### config.mk
export PLATFORM = sky130hd
export DESIGN_NAME = heightmap_palette_colorizer
export DESIGN_NICKNAME = d
export VERILOG_FILES = /design/src/design/hpc_pkg.sv /design/src/design/hpc_front.sv /design/src/design/hpc_queue.sv /design/src/design/hpc_back.sv /design/src/design/heightmap_palette_colorizer.sv
export SDC_FILE = /design/constraint.sdc
export NUM_CORES = 1
export LEC_CHECK = 0
export BUFFER_PORTS_ARGS = -buffer_cell sky130_fd_sc_hd__buf_2
export CAP_MARGIN = 15
export CORE_MARGIN = 2
export CORE_UTILIZATION = 51
export CTS_BUF_LIST = sky130_fd_sc_hd__clkbuf_8 sky130_fd_sc_hd__clkbuf_16
export CTS_CLUSTER_DIAMETER = 80
export CTS_CLUSTER_SIZE = 28
export DETAILED_ROUTE_END_ITERATION = 10
export PLACE_DENSITY_LB_ADDON = 0.3
export RECOVER_POWER = 100
export SLEW_MARGIN = 10
export SYNTH_ARGS = -nofsm -noshare
export SYNTH_HDL_FRONTEND = slang
export SYNTH_SLANG_ARGS = --single-unit
### constraint.sdc
create_clock -name clock -period 11.7 [get_ports clock]
set_input_delay 0.585 -clock clock [delete_from_list [all_inputs] [get_ports clock]]
set_output_delay 0.585 -clock clock [all_outputs]
set_load 0.1 [all_outputs]
### src/design/hpc_pkg.sv
// shared types, constants and ramp helpers for the heightmap palette colorizer
`default_nettype none
package hpc_pkg;

   // field widths
   localparam int unsigned SAMPLE_W = 16;
   localparam int unsigned RANGE_W  = SAMPLE_W + 1;
   localparam int unsigned COLOR_W  = 8;
   localparam int unsigned KIND_W   = 2;

   // divider: 3 segment bits over 8 weight bits
   localparam int unsigned SEG_W    = 3;
   localparam int unsigned QUOT_W   = SEG_W + COLOR_W;
   localparam int unsigned STEP_W   = 4;

   // product 5*delta needs three extra bits
   localparam int unsigned NUM_W    = SAMPLE_W + 3;

   // running minimum starts above any sample
   localparam logic [RANGE_W-1:0] MIN_RESET = {1'b1, {SAMPLE_W{1'b0}}};
   localparam logic [SAMPLE_W-1:0] MAX_RESET = '0;

   // default depth of the queue between front and back
   localparam int unsigned QUEUE_DEPTH = 2;

   // request kinds carried on the input tuser
   typedef enum logic [KIND_W-1:0] {
      REQ_CLEAR = 2'd0,
      REQ_SCAN  = 2'd1,
      REQ_MAP   = 2'd2
   } req_kind_type;

   // back part sequencer
   typedef enum logic [1:0] {
      BK_IDLE,
      BK_DIV,
      BK_DONE
   } back_state_type;

   // one map item after classification
   typedef struct packed {
      logic                flat;
      logic [SAMPLE_W-1:0] delta;
      logic [RANGE_W-1:0]  range;
   } job_type;

   // ramp point as on/off per channel: bit 0 red, bit 1 green, bit 2 blue
   function automatic logic [2:0] ramp_point(input logic [SEG_W-1:0] idx);
      logic [2:0] p;
      begin
         case (idx)
            3'd0:    p = 3'b000;
            3'd1:    p = 3'b001;
            3'd2:    p = 3'b011;
            3'd3:    p = 3'b010;
            3'd4:    p = 3'b110;
            3'd5:    p = 3'b100;
            default: p = 3'b000;
         endcase
         return p;
      end
   endfunction

   // blend of two full-or-zero channel values, exact after divide by 255
   function automatic logic [COLOR_W-1:0] blend(input logic p0, input logic p1,
                                                input logic [COLOR_W-1:0] t);
      logic [COLOR_W-1:0] v;
      begin
         case ({p0, p1})
            2'b11:   v = {COLOR_W{1'b1}};
            2'b10:   v = ~t;
            2'b01:   v = t;
            default: v = '0;
         endcase
         return v;
      end
   endfunction

endpackage
`default_nettype wire

### src/design/hpc_front.sv
// front part: accepts items, tracks min/max and classifies map items
`default_nettype none
module hpc_front (
   input  wire logic                            clock,
   input  wire logic                            reset,
   input  wire logic                            req_tvalid,
   output logic                                 req_tready,
   input  wire logic [hpc_pkg::SAMPLE_W-1:0]    req_tdata,   // sample
   input  wire logic [hpc_pkg::KIND_W-1:0]      req_tuser,   // req_type
   input  wire logic                            queue_full,
   output logic                                 push,
   output hpc_pkg::job_type                     job
);

   logic [hpc_pkg::RANGE_W-1:0]  min_ff, min_in;
   logic [hpc_pkg::SAMPLE_W-1:0] max_ff, max_in;
   logic [hpc_pkg::SAMPLE_W-1:0] min_lo;
   logic [hpc_pkg::SAMPLE_W-1:0] clamped;
   logic                         accept;
   hpc_pkg::req_kind_type        kind;

   assign req_tready = ~queue_full;
   assign accept     = req_tvalid & req_tready;
   assign kind       = hpc_pkg::req_kind_type'(req_tuser);

   // item decode and min/max update
   always_comb begin
      min_in = min_ff;
      max_in = max_ff;
      push   = 1'b0;
      if (accept) begin
         case (kind)
            hpc_pkg::REQ_CLEAR: begin
               min_in = hpc_pkg::MIN_RESET;
               max_in = hpc_pkg::MAX_RESET;
            end
            hpc_pkg::REQ_SCAN: begin
               if ({1'b0, req_tdata} < min_ff) begin
                  min_in = {1'b0, req_tdata};
               end
               if (req_tdata > max_ff) begin
                  max_in = req_tdata;
               end
            end
            hpc_pkg::REQ_MAP: begin
               push = 1'b1;
            end
            default: begin
            end
         endcase
      end
   end

   // clamp sample into the scanned span and form offset and range
   assign min_lo = min_ff[hpc_pkg::SAMPLE_W-1:0];

   always_comb begin
      if (req_tdata < min_lo) begin
         clamped = min_lo;
      end else if (req_tdata > max_ff) begin
         clamped = max_ff;
      end else begin
         clamped = req_tdata;
      end
   end

   assign job.flat  = (min_ff >= {1'b0, max_ff});
   assign job.delta = clamped - min_lo;
   assign job.range = {1'b0, max_ff} - min_ff + hpc_pkg::RANGE_W'(1);

   // running extremes
   always_ff @(posedge clock) begin
      if (reset) begin
         min_ff <= hpc_pkg::MIN_RESET;
         max_ff <= hpc_pkg::MAX_RESET;
      end else begin
         min_ff <= min_in;
         max_ff <= max_in;
      end
   end

endmodule
`default_nettype wire

### src/design/hpc_queue.sv
// small queue of classified map items between front and back
`default_nettype none
module hpc_queue #(
   parameter int unsigned Depth = hpc_pkg::QUEUE_DEPTH
) (
   input  wire logic             clock,
   input  wire logic             reset,
   input  wire logic             push,
   input  wire hpc_pkg::job_type push_job,
   output logic                  full,
   input  wire logic             pop,
   output logic                  head_valid,
   output hpc_pkg::job_type      head_job
);

   localparam int unsigned PtrW = (Depth > 1) ? $clog2(Depth) : 1;
   localparam int unsigned CntW = $clog2(Depth + 1);

   hpc_pkg::job_type     store_ff [Depth];
   logic [PtrW-1:0]      head_ff, head_in;
   logic [PtrW-1:0]      tail_ff, tail_in;
   logic [CntW-1:0]      count_ff, count_in;
   logic                 do_push, do_pop;

   assign full       = (count_ff == CntW'(Depth));
   assign head_valid = (count_ff != '0);
   assign head_job   = store_ff[head_ff];
   assign do_push    = push & ~full;
   assign do_pop     = pop & head_valid;

   // pointer and fill bookkeeping
   always_comb begin
      head_in  = head_ff;
      tail_in  = tail_ff;
      count_in = count_ff;
      if (do_push) begin
         tail_in = (tail_ff == PtrW'(Depth - 1)) ? '0 : tail_ff + PtrW'(1);
      end
      if (do_pop) begin
         head_in = (head_ff == PtrW'(Depth - 1)) ? '0 : head_ff + PtrW'(1);
      end
      if (do_push & ~do_pop) begin
         count_in = count_ff + CntW'(1);
      end else if (do_pop & ~do_push) begin
         count_in = count_ff - CntW'(1);
      end
   end

   always_ff @(posedge clock) begin
      if (reset) begin
         head_ff  <= '0;
         tail_ff  <= '0;
         count_ff <= '0;
      end else begin
         head_ff  <= head_in;
         tail_ff  <= tail_in;
         count_ff <= count_in;
      end
   end

   // entry storage
   always_ff @(posedge clock) begin
      if (do_push) begin
         store_ff[tail_ff] <= push_job;
      end
   end

endmodule
`default_nettype wire

### src/design/hpc_back.sv
// back part: restoring divider for segment and weight, ramp blend, output register
`default_nettype none
module hpc_back (
   input  wire logic                              clock,
   input  wire logic                              reset,
   input  wire logic                              head_valid,
   input  wire hpc_pkg::job_type                  head_job,
   output logic                                   pop,
   output logic                                   rsp_tvalid,
   input  wire logic                              rsp_tready,
   output logic [3*hpc_pkg::COLOR_W-1:0]          rsp_tdata,   // red, green, blue
   output logic                                   rsp_tuser    // flat
);

   localparam int unsigned RW = hpc_pkg::RANGE_W;
   localparam int unsigned QW = hpc_pkg::QUOT_W;
   localparam int unsigned CW = hpc_pkg::COLOR_W;
   localparam int unsigned SW = hpc_pkg::SEG_W;

   hpc_pkg::back_state_type       state_ff, state_in;
   logic [hpc_pkg::STEP_W-1:0]    step_ff, step_in;
   logic [RW-1:0]                 rem_ff, rem_in;
   logic [QW-1:0]                 dq_ff, dq_in;
   logic [RW-1:0]                 range_ff, range_in;
   logic                          flat_ff, flat_in;
   logic                          out_valid_ff, out_valid_in;
   logic [3*CW-1:0]               color_ff, color_in;
   logic                          out_flat_ff, out_flat_in;

   logic                          out_free;
   logic                          load;
   logic                          div_step;
   logic                          write_out;
   logic [hpc_pkg::NUM_W-1:0]     num;
   logic [RW:0]                   trial;
   logic [RW:0]                   diff;
   logic                          fits;
   logic [SW-1:0]                 seg;
   logic [CW-1:0]                 weight;
   logic [2:0]                    pt_lo, pt_hi;

   assign out_free = ~out_valid_ff | rsp_tready;

   // next state
   always_comb begin
      state_in = state_ff;
      case (state_ff)
         hpc_pkg::BK_IDLE: begin
            if (head_valid) begin
               state_in = head_job.flat ? hpc_pkg::BK_DONE : hpc_pkg::BK_DIV;
            end
         end
         hpc_pkg::BK_DIV: begin
            if (step_ff == hpc_pkg::STEP_W'(QW - 1)) begin
               state_in = hpc_pkg::BK_DONE;
            end
         end
         hpc_pkg::BK_DONE: begin
            if (out_free) begin
               state_in = hpc_pkg::BK_IDLE;
            end
         end
         default: begin
            state_in = hpc_pkg::BK_IDLE;
         end
      endcase
   end

   // sequencer outputs
   always_comb begin
      load      = 1'b0;
      div_step  = 1'b0;
      write_out = 1'b0;
      case (state_ff)
         hpc_pkg::BK_IDLE: begin
            load = head_valid;
         end
         hpc_pkg::BK_DIV: begin
            div_step = 1'b1;
         end
         hpc_pkg::BK_DONE: begin
            write_out = out_free;
         end
         default: begin
         end
      endcase
   end

   assign pop = load;

   // dividend is 5*delta*256; quotient holds segment over weight
   assign num   = {1'b0, head_job.delta, 2'b00} + hpc_pkg::NUM_W'(head_job.delta);
   assign trial = {rem_ff, dq_ff[QW-1]};
   assign diff  = trial - {1'b0, range_ff};
   assign fits  = (trial >= {1'b0, range_ff});

   // divider registers, one quotient bit per step
   always_comb begin
      step_in  = step_ff;
      rem_in   = rem_ff;
      dq_in    = dq_ff;
      range_in = range_ff;
      flat_in  = flat_ff;
      if (load) begin
         step_in  = '0;
         range_in = head_job.range;
         flat_in  = head_job.flat;
         if (head_job.flat) begin
            rem_in = '0;
            dq_in  = '0;
         end else begin
            rem_in = {1'b0, num[hpc_pkg::NUM_W-1:3]};
            dq_in  = {num[2:0], {CW{1'b0}}};
         end
      end else if (div_step) begin
         step_in = step_ff + hpc_pkg::STEP_W'(1);
         rem_in  = fits ? diff[RW-1:0] : trial[RW-1:0];
         dq_in   = {dq_ff[QW-2:0], fits};
      end
   end

   // blend between the two ramp points around the segment
   assign seg    = dq_ff[QW-1:CW];
   assign weight = dq_ff[CW-1:0];
   assign pt_lo  = hpc_pkg::ramp_point(seg);
   assign pt_hi  = hpc_pkg::ramp_point(seg + SW'(1));

   always_comb begin
      color_in     = color_ff;
      out_flat_in  = out_flat_ff;
      out_valid_in = out_valid_ff & ~rsp_tready;
      if (write_out) begin
         out_valid_in = 1'b1;
         out_flat_in  = flat_ff;
         color_in     = {hpc_pkg::blend(pt_lo[0], pt_hi[0], weight),
                         hpc_pkg::blend(pt_lo[1], pt_hi[1], weight),
                         hpc_pkg::blend(pt_lo[2], pt_hi[2], weight)};
      end
   end

   // control registers
   always_ff @(posedge clock) begin
      if (reset) begin
         state_ff     <= hpc_pkg::BK_IDLE;
         step_ff      <= '0;
         out_valid_ff <= 1'b0;
      end else begin
         state_ff     <= state_in;
         step_ff      <= step_in;
         out_valid_ff <= out_valid_in;
      end
   end

   // payload registers
   always_ff @(posedge clock) begin
      rem_ff      <= rem_in;
      dq_ff       <= dq_in;
      range_ff    <= range_in;
      flat_ff     <= flat_in;
      color_ff    <= color_in;
      out_flat_ff <= out_flat_in;
   end

   assign rsp_tvalid = out_valid_ff;
   assign rsp_tdata  = color_ff;
   assign rsp_tuser  = out_flat_ff;

endmodule
`default_nettype wire

### src/design/heightmap_palette_colorizer.sv
// top level: clear and scan items update min/max at once; a map item is queued, loaded by
// the back part when it is idle, run through the 11-step restoring divider (skipped when
// the image is flat) and written to the output register once that is free; the back part
// takes a new map item only after the last one is through.
// clear and scan items are taken every cycle while the front queue has room.
// reset (synchronous, active high) sets min to 65536, max to 0 and empties queue and output.
`default_nettype none
module heightmap_palette_colorizer #(
   parameter int unsigned QueueDepth = hpc_pkg::QUEUE_DEPTH
) (
   input  wire logic                              clock,
   input  wire logic                              reset,
   input  wire logic                              req_tvalid,
   output logic                                   req_tready,
   input  wire logic [hpc_pkg::SAMPLE_W-1:0]      req_tdata,   // sample
   input  wire logic [hpc_pkg::KIND_W-1:0]        req_tuser,   // req_type
   output logic                                   rsp_tvalid,
   input  wire logic                              rsp_tready,
   output logic [3*hpc_pkg::COLOR_W-1:0]          rsp_tdata,   // red, green, blue
   output logic                                   rsp_tuser    // flat
);

   logic             queue_full;
   logic             push;
   hpc_pkg::job_type push_job;
   logic             pop;
   logic             head_valid;
   hpc_pkg::job_type head_job;

   // classification and min/max tracking
   hpc_front u_front (
      .clock      (clock),
      .reset      (reset),
      .req_tvalid (req_tvalid),
      .req_tready (req_tready),
      .req_tdata  (req_tdata),
      .req_tuser  (req_tuser),
      .queue_full (queue_full),
      .push       (push),
      .job        (push_job)
   );

   // decoupling queue
   hpc_queue #(
      .Depth (QueueDepth)
   ) u_queue (
      .clock      (clock),
      .reset      (reset),
      .push       (push),
      .push_job   (push_job),
      .full       (queue_full),
      .pop        (pop),
      .head_valid (head_valid),
      .head_job   (head_job)
   );

   // division, blend and result register
   hpc_back u_back (
      .clock      (clock),
      .reset      (reset),
      .head_valid (head_valid),
      .head_job   (head_job),
      .pop        (pop),
      .rsp_tvalid (rsp_tvalid),
      .rsp_tready (rsp_tready),
      .rsp_tdata  (rsp_tdata),
      .rsp_tuser  (rsp_tuser)
   );

endmodule
`default_nettype wire
## Word level (Yosys, flattened, before mapping)

Memory sizes are Yosys's and may differ from the RTL's. A register that Yosys moved wholly into a read port is not among the register bits.
Cells that the tools add are included.

- Register bits: 115
- RAM bits: 68
- Input port bits: 22
- Output and inout port bits: 27
- Logic and storage cells: 121
- Memories: 1

- Add/subtract/negate cells: 11
- $lt $le $gt $ge: 5
- Eq/ne operators: 30
- Mux-type cells: 37
- Bitwise gates (word level): 13
- Reduce and logical (&&, ||, !) cells: 10

Memory list:

| memory | depth | bits a word | read ports | clocked after memory_dff | wr ports | RTL line | text |
|---|---|---|---|---|---|---|---|
| u_queue.store_ff | 2 | 34 | 1 | 1 | 1 | hpc_queue.sv:19 | `hpc_pkg::job_type store_ff [Depth];` |

Operator list:

| operator | number |
|---|---|
| 8-bit case mux with 3 select lines | 3 |
| 17-bit two-way mux | 4 |
| 16-bit two-way mux | 4 |
| 17-bit case mux with 2 select lines | 1 |
| 11-bit two-way mux | 3 |
| 16-bit case mux with 2 select lines | 1 |
| 3-bit case mux with 5 select lines | 2 |
| 18-bit by 16-bit adder with 19-bit output | 1 |
| 2-bit equality test (second input constant) | 9 |
| 18-bit by 17-bit greater-or-equal comparator with 1-bit output | 1 |
| 17-bit by 1-bit adder with 17-bit output (second input constant) | 1 |
| 17-bit by 16-bit greater-or-equal comparator with 1-bit output | 1 |
| 16-bit by 17-bit < comparator with 1-bit output | 1 |
| 16-bit by 17-bit subtractor with 17-bit output | 1 |
| 17-bit subtractor | 1 |
| 16-bit > comparator | 1 |
| 16-bit < comparator | 1 |
| 16-bit subtractor | 1 |
| 3-bit by 2-bit equality test with 1-bit output (second input constant) | 4 |
| 3-bit equality test (second input constant) | 4 |
| 1-bit two-way mux | 12 |
| 2-bit two-way mux | 6 |
| 2-bit by 1-bit equality test with 1-bit output (second input constant) | 5 |
| 2-bit by 1-bit != test with 1-bit output (second input constant) | 5 |
| 16 further kinds | 33 |

## Longest topological paths before layout

Gate-level depths: netlist of the first run.

- Depth in word-level cells: 9
- Depth in mapped cells: 21
- Gate-level depth less buffers: 20

## Hierarchy

From an unflattened synthesis of the first run, not the netlist that was laid out.

- Cell total of the unflattened synthesis: 1,195
- Area total of the unflattened synthesis: 11,991.5 um^2

By module, submodules not included:

| module | times used | cells each | area an instance (um^2) | seq. area each (um^2) |
|---|---|---|---|---|
| hpc_back | 1 | 485 | 4,943.5 | 2,272.2 |
| hpc_front | 1 | 579 | 4,380.5 | 660.6 |
| hpc_queue | 1 | 131 | 2,667.6 | 2,142.1 |

## Worst setup path before layout of the first run

OpenSTA, ideal clock, no wires.

- Path kind: input-to-reg
- Start: input req_tdata[1] (netlist bit)
- End: memory u_queue.store_ff[0][30] (netlist bit) (data pin)
- Library setup time: 262 ps
- Arrival time: 3,912 ps
- Required time: 11,438 ps
- Slack: 7,526 ps
- Stages on the path: 18
- Buffers on the path: 2
- Cells stage by stage: ha_1 nor2b_1 o211ai_1 a21oi_1 o31ai_1 a22o_1 buf_2 clkbuf_1 a21oi_1 a21oi_1 ha_1 o21ai_0 a21oi_1 o41ai_1 nor2_1 o31ai_1 nor2b_1 xnor2_1

RTL lines:

| what | RTL line | text |
|---|---|---|
| start, declared | heightmap_palette_colorizer.sv:15 | `input wire logic [hpc_pkg::SAMPLE_W-1:0] req_tdata,` |
| end, declared | hpc_queue.sv:19 |  |

==> flow_metrics.py, run 1 <==
metrics = {
    "status": {
        "status": "complete, but fails checks",
        "violations": "max-capacitance violations, max-slew violations",
    },
    "global_route": {
        "antenna_found_initial": 0,
        "grt_max_degree": 46,
        "grt_usage": 0.208,
        "first_global_vias": 7962,
        "grt_pass1_wl_um": 39600,
        "gr-total-overflow": 0,
    },
    "cts": {
        "cts_resized": 0,
        "clk_pin_slew_ps": 80,
        "cts_buffers": 17,
        "cts_max_level": 4,
        "clockBufferDepth": 2,
        "clock_latency_ps": 440,
        "cts_root_buf": "clkbuf_16",
        "clock-sinks": 184,
        "cts_setup_buffers": 0,
        "ctsHoldBuffers": 0,
        "cts_tree": "built",
    },
    "worst_setup_path": {
        "crit_required_ps": 11910,
        "path_cells": "inv_1 > ha_1 > o21a_1 > o21ai_0 > o21ai_0 > a21oi_2 > a41oi_4 > clkbuf_1 > o21ai_0 > ha_1 > fa_1 > nor2b_1 > o21ai_0 > a21boi_0 > o21ai_0 > a21oi_1 > nor2b_1 > o21ai_0 > a221oi_1",
        "worstPathArrival_ps": 5700,
        "crit_type": "register to register",
        "slowest_delay_ps": 980,
        "critPathTopFamily": "compound AO/OA/AOI/OAI gates",
        "cp-end-kind": "register",
        "worst_setup_path_start_kind": "register",
        "cp_slowest_cell": "clkbuf_1",
        "path_buf_inv": 2,
        "r2r-start": "u_front.min_ff[2]",
        "reg2reg_depth": 19,
        "r2r-end": "u_queue.store_ff[0][29]",
        "critPathMaxFanout": 32,
        "reg2reg_slack_ps": 6210,
        "cp_common_cell": "o21ai_0",
    },
    "layout": {
        "most-common-layout-cells": "139 x edfxtp_1, 126 x ha_1, 121 x nor2_1",
        "layout_commonest_cell": "edfxtp_1",
        "area_delta_synth_final_pct": 9.20,
        "fillers": 1968,
        "fin_nets": 1312,
        "drive_gt1_frac": 0.0725,
        "antennaDiodeCount": 0,
    },
    "timing": {
        "finalCritPeriodShare": 0.469,
        "maxSlewHeadroom": -0.624,
        "hold_slack_ps": 448,
        "finalHoldViolCount": 0,
        "rsz0062_at_grt": "no",
        "min_period_ps": 5490,
        "clock_skew_ps": 14.4,
        "worst_pin_slew_ps": 2420,
        "setup_slack_ps": 6210,
        "drv_slew": 237,
        "fmax_mhz": 182,
        "finalSetupTns_ps": 0,
        "finalSetupViolations": 0,
    },
    "power_and_ir_drop": {
        "p_leak_nw": 4.86,
        "p_sw_frac": 0.429,
        "ir_drop_mv": 0.115,
        "switching_power_mw": 1.39,
        "power.internal_mw": 1.85,
        "power_frac_comb": 0.499,
        "power_density_nw_per_um2": 257,
        "power_frac_seq": 0.325,
        "p_clk_frac": 0.176,
        "p_total_mw": 3.25,
    },
    "place": {
        "gp_congestion": 0.877,
        "hpwl_um": 18000,
        "io_buffer_count": 48,
        "pre_cts_ws_ps": 6270,
    },
    "yosys": {
        "yosysTopAreaCellShare": 0.362,
        "synth_top_area_cell": "edfxtp_1",
        "netlist_area_sq_um": 11500,
        "synth.yosys.seq_area_share": 0.440,
        "ys_top_cells_by_area": "edfxtp_1 36%, ha_1 14%, dfxtp_1 7.8%",
        "syn_area_per_cell_sq_um": 10.4,
        "synth_enable_flop_cells": 139,
        "ys_warn_count": 0,
        "synthArstFlopShare": 0,
        "ys_ff_latch": 184,
        "synth_cells": 1109,
        "ys.flop_type": "edfxtp_1",
        "ys_types": 58,
        "synth_nets": 1262,
    },
    "floorplanning": {
        "dieArea_sq_um": 23900,
        "die_h_um": 154,
        "num_rows": 55,
        "num_io_pins": 49,
        "core_area_sq_um": 22400,
        "die_w_um": 154,
        "initial_core_util": 0.515,
    },
    "min_path": {
        "hold_depth": 0,
        "worstHoldStart": "u_back.flat_ff",
        "hp-class": "register to register",
        "min_to": "u_back.rsp_tuser",
    },
    "run": {
        "cap_violations": 7,
    },
    "route": {
        "avgViaCountPerCell": 5.57,
        "drt_iter0_markers": 455,
        "vias": 8120,
        "ant_nets": 0,
        "drcViolationCount": 0,
        "avgRoutedWirePerCell_um": 16.4,
        "finalWirelength_um": 23900,
        "dr.pass1.iters": 5,
    },
}
==> synth_stat cells, types with 9 or more instances <==
master    count
a211oi_1     10
a21boi_0      9
a21o_1       14
a21oi_1      77
and2_1       26
clkbuf_1     19
dfxtp_1      45
edfxtp_1    139
ha_1        126
inv_1        75
mux2_2       34
mux2i_1      56
nand2_1      53
nand2b_1     13
nand3_1      11
nand4_1      12
nor2_1      124
nor2b_1      18
nor3_1       19
o21a_1       17
o21ai_0      61
o22ai_1      12
xnor2_1      30
xor2_1       22
==> layout make-up <==
class                      count  area, sq um  share of cell area
clock buffer                  17          425              0.0337
clock inverter                15          175              0.0139
inverter                      75          282              0.0223
multi-input combinational    823         6050               0.480
sequential                   184         5070               0.403
tap                          285          357              0.0283
timing repair buffer          58          243              0.0193
==> layer usage <==
layer | routed length (um) | vias to the layer above | GRT usage | share of wire
li1 | - | 4127 | - | -
met1 | 11100 | 3822 | 0.268 | 0.46
met2 | 11700 | 143 | 0.361 | 0.49
met3 | 666 | 28 | 0.0370 | 0.028
met4 | 461 | 0 | 0.0591 | 0.019
met5 | 0 | - | 0 | 0
==> through the flow <==
stage          utilization  cell area (sq um)  instances
3_5_place_dp         0.540              12100       1424
4_1_cts              0.566              12700       1456
6_report             0.562              12600       1457
3_3_place_gp         0.540              12100       1424
2_1_floorplan            -              11500       1109
5_1_grt              0.562              12600       1457
==> power groups by stage <==
stage                     registers, mW  logic (mW)  clock network (mW)
after CTS                          1.05        1.64               0.586
after detailed placement           1.06        1.63                   0
after floorplan                    1.23        1.12                   0
after global placement             1.06        1.59                   0
after global routing               1.07        1.80               0.612
final                              1.05        1.62               0.571
==> flip-flops by register name, indices dropped and copies added, names as in the netlist, 2 cells and up, named ones only <==
signal	count
u_back.state_ff	2
u_back.range_ff	17
u_front.min_ff	17
u_front.max_ff	16
u_queue.count_ff	2
u_back.dq_ff	11
u_back.rem_ff	17
u_back.step_ff	4
u_back.rsp_tdata	24
u_queue.store_ff	68
==> worst reg2reg max path, stage by stage (launching register included) <==
cell and delay [ps]:
dfxtp_1 430, inv_1 130, ha_1 290, o21a_1 100, o21ai_0 70, o21ai_0 410, a21oi_2 130, a41oi_4 220
clkbuf_1 980, o21ai_0 220, ha_1 270, fa_1 410, nor2b_1 120, o21ai_0 100, a21boi_0 250, o21ai_0 140
a21oi_1 360, nor2b_1 180, o21ai_0 80, a221oi_1 380
==> worst max-delay path by stage <==
stage	startpoint	to	slack, ps	cells past startpoint
floorplan	req_tdata[1]	u_queue.store_ff[0][30]	7530	18
global placement	req_tdata[9]	u_queue.store_ff[0][32]	6380	18
detailed placement	req_tdata[9]	u_queue.store_ff[0][32]	6270	18
CTS	u_front.max_ff[9]	u_queue.store_ff[0][32]	6500	18
global route	u_front.min_ff[2]	u_queue.store_ff[0][29]	5740	19
finish	u_front.min_ff[2]	u_queue.store_ff[0][29]	6210	19
==> logic make-up (layout without fill, tap and decap cells) <==
| kind of cell | after synthesis | count (layout) | share of synthesized area |
|---|---|---|---|
| buf+inv | 102 | 165 | 0.0348 |
| flops | 184 | 184 | 0.440 |
| mux | 90 | 90 | 0.0817 |
| fa+ha+maj | 131 | 131 | 0.145 |
| compound gates | 252 | 252 | 0.138 |
| simple gates | 298 | 298 | 0.121 |
| xor+xnor | 52 | 52 | 0.0394 |
Note: power is estimated with default switching activity, not from simulation.
==> run 2: changes to the inputs <==
==> constraint.sdc (replaced) <==
create_clock -name clock -period 4.5 [get_ports clock]
set_input_delay 0.225 -clock clock [delete_from_list [all_inputs] [get_ports clock]]
set_output_delay 0.225 -clock clock [all_outputs]
set_load 0.1 [all_outputs]
==> run 2 against run 1 <==
The flow still finishes with violations (max-capacitance violations, max-slew violations). Largest cell class unchanged. Clock skew grew 3.4 ps. Global-route usage shrank 0.27 points. Count of clock-buffer cells in the layout is the same. Register-to-register slack lost 5900 ps. Sequential power grew to 2.6 times the previous value. Via count shrank 0.33%. Largest power group unchanged. Design area grew 0.49%. Fmax grew 32%. Clock power grew to 2.6 times the previous value. Die area is the same.
==> flow_metrics.py, run 2 (same netlist as run 1, synthesis figures left out) <==
metrics = {
    "cts": {
        "cts_buffers": 17,
        "clock-sinks": 184,
        "cts_resized": 0,
        "clockBufferDepth": 2,
        "cts_max_level": 4,
        "cts_setup_buffers": 0,
        "cts_root_buf": "clkbuf_16",
        "ctsHoldBuffers": 0,
        "clock_latency_ps": 440,
        "cts_tree": "built",
        "clk_pin_slew_ps": 70,
    },
    "place": {
        "placed_area_sq_um": 12100,
        "placed_cells": 1429,
        "io_buffer_count": 48,
        "gp_congestion": 0.889,
        "hpwl_um": 18300,
    },
    "global_route": {
        "antenna_found_initial": 0,
        "grt_usage": 0.205,
        "grt_max_degree": 46,
        "grt_pass1_wl_um": 39200,
        "gr-total-overflow": 0,
        "first_global_vias": 8029,
    },
    "power_and_ir_drop": {
        "power_frac_comb": 0.497,
        "p_sw_frac": 0.424,
        "p_leak_nw": 4.88,
        "power_frac_seq": 0.325,
        "ir_drop_mv": 0.303,
        "p_clk_frac": 0.178,
        "power.internal_mw": 4.88,
        "power_density_nw_per_um2": 669,
        "switching_power_mw": 3.59,
    },
    "floorplanning": {
        "die_h_um": 154,
        "dieArea_sq_um": 23900,
        "initial_core_util": 0.515,
        "die_w_um": 154,
        "num_rows": 55,
        "num_io_pins": 49,
        "core_area_sq_um": 22400,
    },
    "route": {
        "finalWirelength_um": 23800,
        "avgViaCountPerCell": 5.54,
        "drt_iter0_markers": 406,
        "dr.pass1.iters": 5,
        "ant_nets": 0,
        "vias": 8093,
        "avgRoutedWirePerCell_um": 16.3,
        "drcViolationCount": 0,
    },
    "timing": {
        "clock_skew_ps": 17.8,
        "drv_slew": 165,
        "maxSlewHeadroom": -0.396,
        "hold_slack_ps": 92.7,
        "finalHoldViolCount": 0,
        "min_period_ps": 4150,
        "fmax_mhz": 241,
        "finalSetupViolations": 0,
        "rsz0062_at_grt": "no",
        "finalCritPeriodShare": 0.921,
        "worst_pin_slew_ps": 2090,
        "finalSetupTns_ps": 0,
    },
    "worst_setup_path": {
        "path_cells": "inv_1 > ha_1 > nor2b_1 > o211ai_1 > a21oi_1 > o31ai_1 > a22o_2 > mux2i_1 > nand2_1 > o21ai_0 > ha_1 > fa_1 > nor2b_1 > o21ai_0 > a21boi_1 > o21ai_0 > a21oi_1 > buf_4 > a211oi_1 > o21bai_1 > xor2_1",
        "crit_required_ps": 4770,
        "critPathMaxFanout": 8,
        "path_buf_inv": 2,
        "critPathTopFamily": "compound AO/OA/AOI/OAI gates",
        "crit_type": "register to register",
        "worst_setup_path_start_kind": "register",
        "slowest_delay_ps": 420,
        "cp_common_cell": "o21ai_0",
        "cp-end-kind": "register",
        "worstPathArrival_ps": 4410,
        "reg2reg_slack_ps": 350,
        "cp_slowest_cell": "fa_1",
    },
    "layout": {
        "area_delta_synth_final_pct": 9.73,
        "most-common-layout-cells": "139 x edfxtp_1, 126 x ha_1, 121 x nor2_1",
        "fin_nets": 1316,
        "layout_commonest_cell": "edfxtp_1",
        "fin_cells": 1461,
        "largest-register": "u_queue.store_ff",
        "final_util": 0.565,
        "largest_reg_flops": 68,
        "stdcell_area_sq_um": 12700,
        "drive_gt1_frac": 0.0825,
        "antennaDiodeCount": 0,
    },
    "run": {
        "cap_violations": 5,
    },
    "status": {
        "status": "complete, but fails checks",
        "violations": "max-capacitance violations, max-slew violations",
    },
    "min_path": {
        "hp-class": "input port to register",
    },
}
-- run 2: per-layer routing --
| metal | part of all wire | track usage |
|---|---|---|
| met1 | 0.47 | 0.264 |
| met2 | 0.48 | 0.348 |
| met3 | 0.029 | 0.0322 |
| met4 | 0.030 | 0.0829 |
| met5 | 0 | 0 |
-- run 2: worst register-to-register path, delay by kind of cell (launching register included) --
| kind | cells | cell delay (ps) |
|---|---|---|
| adders and majority gates | 3 | 950 |
| muxes | 1 | 100 |
| xor gates and xnor gates | 1 | 210 |
| buffers and inverters | 2 | 290 |
| DFF | 1 | 330 |
| and+or+nand+nor | 3 | 320 |
| AOI/OAI and AO/OA | 11 | 1780 |
-- run 2: worst paths after layout --
path / startpoint / to / cells after the start
min: rsp_tready / u_back.rsp_tvalid / 3
max reg2reg: u_front.max_ff[1] / u_queue.store_ff[0][31] / 21
min reg2reg: u_back.flat_ff / u_back.rsp_tuser / 0
max: u_front.max_ff[1] / u_queue.store_ff[0][31] / 21
-- run 2: power by group through the flow --
| stage | logic (mW) | registers [mW] | clock network (mW) |
|---|---|---|---|
| finish | 4.21 | 2.76 | 1.51 |
| global route | 4.67 | 2.80 | 1.60 |
| CTS | 4.26 | 2.74 | 1.53 |
| detailed placement | 4.24 | 2.78 | 0 |
| global placement | 4.17 | 2.75 | 0 |
| floorplan | 2.92 | 3.19 | 0 |
-- run 2: area by class of cell --
type / instances / area, sq um
flip-flops and latches: 184 / 5070
well taps: 285 / 357
clock inverters: 15 / 174
multi-input cells: 823 / 6080
fillers: 1975 / 9770
clock buffers: 17 / 425
inverters: 75 / 282
repair buffers: 62 / 274
-- run 2: stage by stage --
stage	power, mW	worst slack, ps
floorplan	6.11	492
global placement	6.92	216
detailed placement	7.02	126
CTS	8.53	96.0
global route	9.08	34.0
finish	8.47	354
==> run 3: changes to the inputs <==
--- a/config.mk
+++ b/config.mk
@@ -5,6 +5,7 @@
 export SDC_FILE = /design/constraint.sdc
 export NUM_CORES = 1
 export LEC_CHECK = 0
+export ABC_AREA = 1
 export BUFFER_PORTS_ARGS = -buffer_cell sky130_fd_sc_hd__buf_2
 export CAP_MARGIN = 15
 export CORE_MARGIN = 2
==> run 3 against run 2 <==
The flow still finishes with violations (max-capacitance violations, max-slew violations). Fmax is 5.1% higher. Die area up 3.6%. Routed wire length up 15%. Sequential share of layout area down 1.1 points. Design area increased by 2.7%. Hold slack got worse by 13 ps. Register-to-register slack improved by 200 ps. Combinational power is 23% higher. Clock power fell by 3%. Total power grew 12%. Global-route usage rose by 2.4 points. Critical path type unchanged.
==> flow_metrics.py, run 3 <==
metrics = {
    "layout": {
        "area_delta_synth_final_pct": 8.74,
        "layout_commonest_cell": "nand2_1",
        "largest_reg_flops": 68,
        "drive_gt1_frac": 0.0464,
        "fillers": 2179,
        "antennaDiodeCount": 0,
        "largest-register": "u_queue.store_ff",
        "fin_nets": 1650,
        "most-common-layout-cells": "380 x nand2_1, 186 x inv_1, 139 x edfxtp_1",
    },
    "timing": {
        "rsz0062_at_grt": "no",
        "setup_slack_ps": 556,
        "finalSetupTns_ps": 0,
        "finalHoldViolCount": 0,
        "hold_slack_ps": 80.0,
        "finalCritPeriodShare": 0.877,
        "maxSlewHeadroom": -0.291,
        "worst_pin_slew_ps": 1940,
        "finalSetupViolations": 0,
        "clock_skew_ps": 15.6,
        "min_period_ps": 3940,
        "fmax_mhz": 254,
        "drv_slew": 132,
    },
    "global_route": {
        "grt_usage": 0.230,
        "gr-total-overflow": 0,
        "first_global_vias": 9393,
        "antenna_found_initial": 0,
        "grt_pass1_wl_um": 45100,
        "grt_max_degree": 35,
    },
    "place": {
        "gp_congestion": 0.902,
        "io_buffer_count": 48,
        "hpwl_um": 21200,
        "pre_cts_ws_ps": 702,
    },
    "cts": {
        "cts_max_level": 4,
        "clock-sinks": 184,
        "clk_pin_slew_ps": 70,
        "cts_resized": 0,
        "cts_buffers": 17,
        "cts_setup_buffers": 0,
        "clockBufferDepth": 2,
        "cts_tree": "built",
        "cts_root_buf": "clkbuf_16",
        "ctsHoldBuffers": 0,
        "clock_latency_ps": 440,
    },
    "route": {
        "ant_nets": 0,
        "finalWirelength_um": 27500,
        "dr.pass1.iters": 6,
        "drt_iter0_markers": 645,
        "met3_wirelength_um": 1100,
        "wl_met1_um": 12600,
        "vias": 9767,
        "avgViaCountPerCell": 5.34,
        "avgRoutedWirePerCell_um": 15.0,
        "wl_met2_um": 13100,
        "drcViolationCount": 0,
        "highest_layer": "met4",
    },
    "power_and_ir_drop": {
        "power_frac_seq": 0.301,
        "ir_drop_mv": 0.364,
        "power_density_nw_per_um2": 729,
        "p_sw_frac": 0.479,
        "power_frac_comb": 0.544,
        "switching_power_mw": 4.55,
        "p_leak_nw": 5.77,
        "power.internal_mw": 4.94,
        "p_clk_frac": 0.154,
    },
    "yosys": {
        "ys_ff_latch": 184,
        "ys_warn_count": 0,
        "ys.flop_type": "edfxtp_1",
        "ys_types": 44,
        "synth_top_area_cell": "edfxtp_1",
        "synth.most_common_cell": "nand2_1",
        "syn_area_per_cell_sq_um": 8.25,
        "synth.yosys.seq_area_share": 0.424,
        "ys_top_cells_by_area": "edfxtp_1 35%, ha_1 13%, nand2_1 12%",
        "synth_nets": 1604,
        "yosysTopAreaCellShare": 0.349,
        "netlist_area_sq_um": 12000,
        "netlist_top_cells_count": "376 x nand2_1, 183 x inv_1, 139 x edfxtp_1",
        "synth_enable_flop_cells": 139,
        "synth_cells": 1451,
        "synthArstFlopShare": 0,
    },
    "worst_setup_path": {
        "cp-end-kind": "register",
        "path_buf_inv": 2,
        "worstPathArrival_ps": 4240,
        "worst_setup_path_start_kind": "register",
        "cp_common_cell": "nand2_1",
        "critPathTopFamily": "simple AND/OR/NAND/NOR gates",
        "crit_required_ps": 4800,
        "crit_type": "register to register",
        "slowest_delay_ps": 720,
        "critPathMaxFanout": 25,
        "cp_slowest_cell": "nand2_1",
        "path_cells": "inv_1 > ha_1 > fa_1 > o21ai_0 > nand2_1 > nand2_1 > nand3b_1 > nand2_1 > nand2_1 > nand2_1 > inv_1 > nand2_1 > nand3_1 > nand2_1",
    },
    "floorplanning": {
        "dieArea_sq_um": 24700,
        "initial_core_util": 0.515,
        "die_h_um": 157,
        "num_io_pins": 49,
        "core_area_sq_um": 23300,
        "die_w_um": 157,
        "num_rows": 56,
    },
    "status": {
        "violations": "max-capacitance violations, max-slew violations",
        "status": "complete, but fails checks",
    },
    "run": {
        "cap_violations": 4,
    },
    "min_path": {
        "hp-class": "input port to register",
    },
}
## run 3: metrics by stage
step	utilization	cell area [sq um]	total power [mW]	cells
finish	0.560	13000	9.49	1829
global route	0.560	13000	10.3	1829
CTS	0.563	13100	9.58	1828
detailed placement	0.538	12500	8.10	1796
global placement	0.538	12500	7.98	1796
floorplan	-	12000	6.94	1451
## run 3: kinds of logic (layout without fill, tap and decap cells)
logic type | after synthesis | in the layout | synth area share
AND/OR/NAND/NOR | 604 | 604 | 0.207
AO/OA/AOI/OAI | 274 | 274 | 0.126
buffers and inverters | 217 | 276 | 0.0722
flip-flops | 184 | 184 | 0.424
adder cells (fa/ha/maj) | 131 | 131 | 0.140
XOR/XNOR | 41 | 41 | 0.0300
## run 3: layout make-up
type,count,area [sq um],share of cell area
Inverter,186,698,0.0536
Tap cell,319,399,0.0307
Clock inverter,15,154,0.0118
Timing Repair Buffer,58,263,0.0202
Sequential cell,184,5070,0.390
Multi-Input combinational cell,1050,6000,0.461
Clock buffer,17,425,0.0327
## run 3: power by group through the flow
stage / Clock (mW) / Combinational [mW] / Sequential (mW)
after global routing: 1.55 / 5.84 / 2.91
after floorplan: 0 / 3.58 / 3.36
after global placement: 0 / 5.12 / 2.86
after CTS: 1.49 / 5.25 / 2.84
after detailed placement: 0 / 5.22 / 2.88
final: 1.47 / 5.17 / 2.86
## run 3: worst paths after layout
path	start	cells after the start	to	slack, ps
hold reg to reg	u_back.flat_ff	0	u_back.rsp_tuser	440
setup reg to reg	u_back.dq_ff[10]	14	u_back.rem_ff[15]	560
hold / removal	rsp_tready	4	u_back.rsp_tvalid	80
setup / recovery	u_back.dq_ff[10]	14	u_back.rem_ff[15]	560
## run 3: worst min-delay path: stages
cell	delay, ps
buf_2	80
nor2_1	40
inv_1	60
a21oi_1	50
## run 3: metal layers
layer  track usage  vias up
li1              -     4970
met1         0.296     4498
met2         0.399      251
met3        0.0314       48
met4        0.0736        0
met5             0        -
